## src/gsa_pkg.sv

```systemverilog
// ----------------------------------------------------------------------------
// gsa_pkg: shared definitions for the generational slot allocator
// Widths, item codes, handle states and the controller/datapath interface
// structs.
// ----------------------------------------------------------------------------
package gsa_pkg;

	localparam int SLOTS    = 1024;
	localparam int GEN_BITS = 16;
	localparam int IDX_W    = $clog2(SLOTS);
	localparam int CNT_W    = $clog2(SLOTS + 1);

	typedef logic [1:0]          mode_t;
	typedef logic [1:0]          hstate_t;
	typedef logic [IDX_W-1:0]    idx_t;
	typedef logic [CNT_W-1:0]    cnt_t;
	typedef logic [GEN_BITS-1:0] gen_t;

	localparam mode_t MODE_ALLOC   = 2'd0;
	localparam mode_t MODE_SET     = 2'd1;
	localparam mode_t MODE_CHECK   = 2'd2;
	localparam mode_t MODE_REBUILD = 2'd3;

	localparam hstate_t HS_NULL    = 2'd0;
	localparam hstate_t HS_INVALID = 2'd1;
	localparam hstate_t HS_ACTIVE  = 2'd2;
	localparam hstate_t HS_STALE   = 2'd3;

	// Read address sources for the slot tables.
	localparam logic RD_HANDLE = 1'b0;
	localparam logic RD_STACK  = 1'b1;

	typedef struct packed {
		logic latch;      // capture the accepted item
		logic stk_rd;     // read the top of the free stack
		logic mem_rd;     // read generation and alive flag
		logic rd_sel;     // RD_HANDLE or RD_STACK
		logic scan_start; // begin the rebuild sweep
		logic scan_run;   // advance the rebuild sweep
		logic finish;     // commit the item and load the result
	} gsa_cmd_t;

	typedef struct packed {
		mode_t mode;
		logic  top_nz;    // free stack is not empty
		logic  check_rd;  // check item needs a table lookup
		logic  scan_done;
		logic  out_free;  // result register can take a result
	} gsa_stat_t;

endpackage

```

## src/gsa_ctrl.sv

```systemverilog
// ----------------------------------------------------------------------------
// gsa_ctrl: sequencing state machine of the slot allocator
// Accepts one item at a time and steps the datapath through its table accesses.
// ----------------------------------------------------------------------------
module gsa_ctrl (
	input  logic               clk,
	input  logic               arst_n,
	input  logic               in_valid,
	output logic               in_ready,
	input  gsa_pkg::gsa_stat_t st,
	output gsa_pkg::gsa_cmd_t  cmd
);
	import gsa_pkg::*;

	localparam logic [2:0] S_IDLE     = 3'd0;
	localparam logic [2:0] S_DISPATCH = 3'd1;
	localparam logic [2:0] S_POP_GEN  = 3'd2;
	localparam logic [2:0] S_POP_FIN  = 3'd3;
	localparam logic [2:0] S_CHECK    = 3'd4;
	localparam logic [2:0] S_SCAN     = 3'd5;

	logic [2:0] state_q;
	logic [2:0] state_d;

	assign in_ready = (state_q == S_IDLE);

	always_comb begin
		state_d = state_q;
		cmd     = '0;
		unique case (state_q) inside
			S_IDLE: begin
				if (in_valid) begin
					cmd.latch = 1'b1;
					state_d   = S_DISPATCH;
				end
			end
			S_DISPATCH: begin
				if (st.mode == MODE_ALLOC && st.top_nz) begin
					cmd.stk_rd = 1'b1;
					state_d    = S_POP_GEN;
				end else if (st.check_rd) begin
					cmd.mem_rd = 1'b1;
					cmd.rd_sel = RD_HANDLE;
					state_d    = S_CHECK;
				end else if (st.mode == MODE_REBUILD) begin
					cmd.scan_start = 1'b1;
					state_d        = S_SCAN;
				end else if (st.out_free) begin
					cmd.finish = 1'b1;
					state_d    = S_IDLE;
				end
			end
			S_POP_GEN: begin
				cmd.mem_rd = 1'b1;
				cmd.rd_sel = RD_STACK;
				state_d    = S_POP_FIN;
			end
			S_POP_FIN, S_CHECK: begin
				if (st.out_free) begin
					cmd.finish = 1'b1;
					state_d    = S_IDLE;
				end
			end
			S_SCAN: begin
				cmd.scan_run = 1'b1;
				if (st.scan_done && st.out_free) begin
					cmd.finish = 1'b1;
					state_d    = S_IDLE;
				end
			end
			default: state_d = S_IDLE;
		endcase
	end

	always_ff @(posedge clk or negedge arst_n) begin
		if (!arst_n) begin
			state_q <= S_IDLE;
		end else begin
			state_q <= state_d;
		end
	end

endmodule

```

## config.mk

```make
export PLATFORM = sky130hd
export DESIGN_NAME = gsa_ctrl
export DESIGN_NICKNAME = d
export VERILOG_FILES = /design/src/gsa_pkg.sv /design/src/gsa_ctrl.sv
export SDC_FILE = /design/constraint.sdc
export NUM_CORES = 1
export LEC_CHECK = 0
export ABC_AREA = 1
export BUFFER_PORTS_ARGS = -buffer_cell sky130_fd_sc_hd__buf_2
export CAP_MARGIN = 30
export CORE_AREA = 2 2 39 41
export DETAILED_ROUTE_END_ITERATION = 10
export DIE_AREA = 0 0 41 43
export GPL_TIMING_DRIVEN = 0
export HOLD_SLACK_MARGIN = 0.08
export PLACE_DENSITY_LB_ADDON = 0.05
export SLEW_MARGIN = 20
export SYNTH_ARGS = -nofsm -noshare
export SYNTH_HDL_FRONTEND = slang
export SYNTH_SLANG_ARGS = --single-unit
```

## constraint.sdc

```tcl
create_clock -name clk -period 1.5 [get_ports clk]
set_input_delay 0.3 -clock clk [delete_from_list [all_inputs] [get_ports clk]]
set_output_delay 0.3 -clock clk [all_outputs]
set_load 0.05 [all_outputs]
```

==> reports/results.tsv <==
stage	metric	value	unit
status	outcome	finished with violations	
status	violations	negative setup slack	
synthesis	ys_warn_count	0	
clock_tree	cts.sinks	3	
sta	layout_setup_ws	-147	ps
routing	wire_per_inst	9.48	um
hold_path	hold_path_end	state_q[2]$_DFFE_PN0P_	
placement	gp_congestion	0.702	
critical_path	cp_cell_sequence	buf_6 -> nor2_4 -> nand2_2 -> a21oi_2 -> nand2_1 -> o21ai_2 -> buf_6	
finish	drive_gt1_share	55.4	%
job	maxCapViolCount	0	
hold_path	hold_depth	3	
clock_tree	cts_buffers	3	
synthesis	syn-mean-instance-area	6.14	um^2
placement	hpwlAfterDp	698	um
synthesis	synth_cells	54	
routing	wl	939	um
die	dieArea	0.00176	mm^2
global_routing	antenna_found_initial	0	
power_and_ir_drop	power_density	2090	mW/mm^2
critical_path	crit_path_end_kind	primary output	
clock_tree	clk_root_buffer_cell	sky130_fd_sc_hd__clkbuf_4	
synthesis	synth_cell_types	18	
sta	post-route-min-period	1650	ps
sta	max_clock_freq	0.607	GHz
critical_path	critPathKind	reg2out	
global_routing	number_of_global_route_vias_before_repair	386	
critical_path	worst_path_most_repeated_cell	sky130_fd_sc_hd__buf_6	
sta	post-route-period-util	110	%
critical_path	worst_r2r_startpoint	state_q[1]$_DFFE_PN0P_	
synthesis	synth-seq-area-share	22.6	%
critical_path	crit-reg2reg-capture	state_q[0]$_DFFE_PN0P_	
routing	drt_first_iter_violations	2	
critical_path	worst_path_max_delay_cell	sky130_fd_sc_hd__dfrtp_1	
finish	antennaDiodeCount	0	
synthesis	synthesis.area	332	um^2
critical_path	worst-r2r-cell-count	8	
hold_path	worstHoldPathType	in2reg	
finish	design.final.nets	93	
critical_path	regToRegSetupSlack	310	ps
critical_path	cp_slowest_stage_delay	360	ps
die	chipHeight	43	um
clock_tree	clock_insertion_delay_worst_skew	230	ps
global_routing	grt-ovfl-total	0	
routing	post_drt_via_cell_ratio	4.43	
sta	transition_at_the_pin_with_the_smallest_max_transition_slack	157	ps
sta	rsz0062_at_grt	yes	
global_routing	grt_start_max_net_pins	7	
synthesis	synth_nets	63	
critical_path	cp_max_fanout	6	
die	core-area	0.00138	mm^2
die	design.portCount	17	
finish	largest-register	state_q	
placement	numPortBuffers	16	
routing	drtAntennaViolNets	0	
critical_path	timing.critical_path.arrival	1350	ps
finish	area_delta_synth_final	84.5	%
finish	top_registers	state_q (3)	
sta	hold_viol	0	
critical_path	crit_required	1200	ps
routing	dr.pass1.iters	4	
global_routing	global_route.usage.total	12.5	%
sta	worst_clock_skew	1.58	ps
clock_tree	clk_pin_slew_worst_paths	40	ps
die	die_x	41	um
clock_tree	cts-root-to-sink-buffers	2	
power_and_ir_drop	ir_drop	0.875	mV
finish	layout.cells.most_common	sky130_fd_sc_hd__nand2_1	
placement	post_placement_setup_slack	-81.4	ps
clock_tree	clock_tree.htree_level_count	1	
die	initial_core_util	24.0	%
sta	totalNegativeSetupSlack	-352	ps
die	placement_rows	14	
routing	via_count	439	
sta	final_setup_violation_count	4	
synthesis	ys_ff_latch	3	
routing	detail_route.drc_violations	0	
power_and_ir_drop	leakagePower	0.320	nW
finish	largest_register_ff_count	3	
critical_path	startpoint_type	register	
clock_tree	tritoncts_clock_tree	yes	
global_routing	grt_first_pass_wirelength	1470	um
finish	mostFrequentLayoutCells	sky130_fd_sc_hd__nand2_1, sky130_fd_sc_hd__buf_4, sky130_fd_sc_hd__buf_2	
hold_path	worst_hold_startpoint	st[2]	
sta	timing_max_transition_violations_final	0	
sta	max_slew_margin	89.4	%
==> cells in the mapped netlist (all sizes together) <==
| cell | count | area, um^2 |
|---|---|---|
| nor2 | 7 | 38.8 |
| nor3 | 2 | 10.0 |
| nand4 | 1 | 6.26 |
| nand3 | 6 | 30.0 |
| a21oi | 1 | 8.76 |
| buf | 1 | 11.3 |
| o21ai | 6 | 30.0 |
| nand3b | 1 | 7.51 |
| o211ai | 1 | 7.51 |
| nand2 | 16 | 72.6 |
| dfrtp | 3 | 75.1 |
| inv | 9 | 33.8 |
==> area by class of cell <==
| type | count | area [um^2] |
|---|---|---|
| Buffer | 1 | 11.3 |
| Clock buffer | 4 | 26.3 |
| Fill cell | 165 | 772 |
| Inverter | 9 | 33.8 |
| Multi-Input combinational cell | 41 | 243 |
| Sequential cell | 3 | 77.6 |
| Tap cell | 16 | 20.0 |
| Timing Repair Buffer | 25 | 200 |
==> kinds of logic after synthesis <==
kind of cell           share of synthesized area, %
AO/OA/AOI/OAI                                  14.0
AND/OR/NAND/NOR                                49.8
buffers and inverters                          13.6
flip-flops                                     22.6
==> timing repair <==
| item | CTS | global route |
|---|---|---|
| hold buffers | 1 | 0 |
| setup buffers | 4 | 4 |
| gates resized for setup | 16 | 7 |
| setup endpoints to repair | 7 | 7 |
| pin swaps | 3 | 2 |
| endpoints found under the hold margin | 3 | 0 |
==> worst max-delay path: cells and delay by family (launching register included) <==
kind,cells,cell delay [ps]
DFF,1,360
buffers and inverters,2,300
and+or+nand+nor,3,260
AOI/OAI and AO/OA,2,200
==> through the flow <==
stage | cell area [um^2] | util [%] | hold WS, ps | power, mW | instances
after global routing | 612 | 44.2 | 367 | 1.36 | 99
after detailed placement | 450 | 32.5 | 98.2 | 0.861 | 86
after floorplan | 350 | - | 4.41 | 0.726 | 54
after global placement | 450 | 32.5 | 98.3 | 0.869 | 86
after CTS | 563 | 40.7 | 334 | 1.17 | 95
final | 612 | 44.2 | 344 | 1.28 | 99
==> routing by layer <==
layer	GRT usage [%]	part of all wire, %	routed length (um)
met1	16.2	46	432
met2	17.5	49	462
met3	4.71	4.7	44
met4	6.00	0	0
met5	0	0	0
==> worst max path at each step <==
stage	endpoint	startpoint
final	cmd[4]	state_q[1]$_DFFE_PN0P_
after global routing	cmd[4]	state_q[1]$_DFFE_PN0P_
after CTS	cmd[4]	state_q[1]$_DFFE_PN0P_
after detailed placement	cmd[4]	state_q[1]$_DFFE_PN0P_
after global placement	cmd[4]	state_q[1]$_DFFE_PN0P_
after floorplan	cmd[5]	state_q[1]$_DFFE_PN0P_
==> report_power, final <==
| part | internal (mW) | leakage [nW] | switching, mW |
|---|---|---|---|
| clock | 0.0998 | 0.0150 | 0.0432 |
| sequential | 0.119 | 0.0362 | 0.0452 |
| combinational | 0.402 | 0.269 | 0.567 |
| total | 0.621 | 0.320 | 0.655 |
Note: power is estimated with default switching activity, not from simulation.
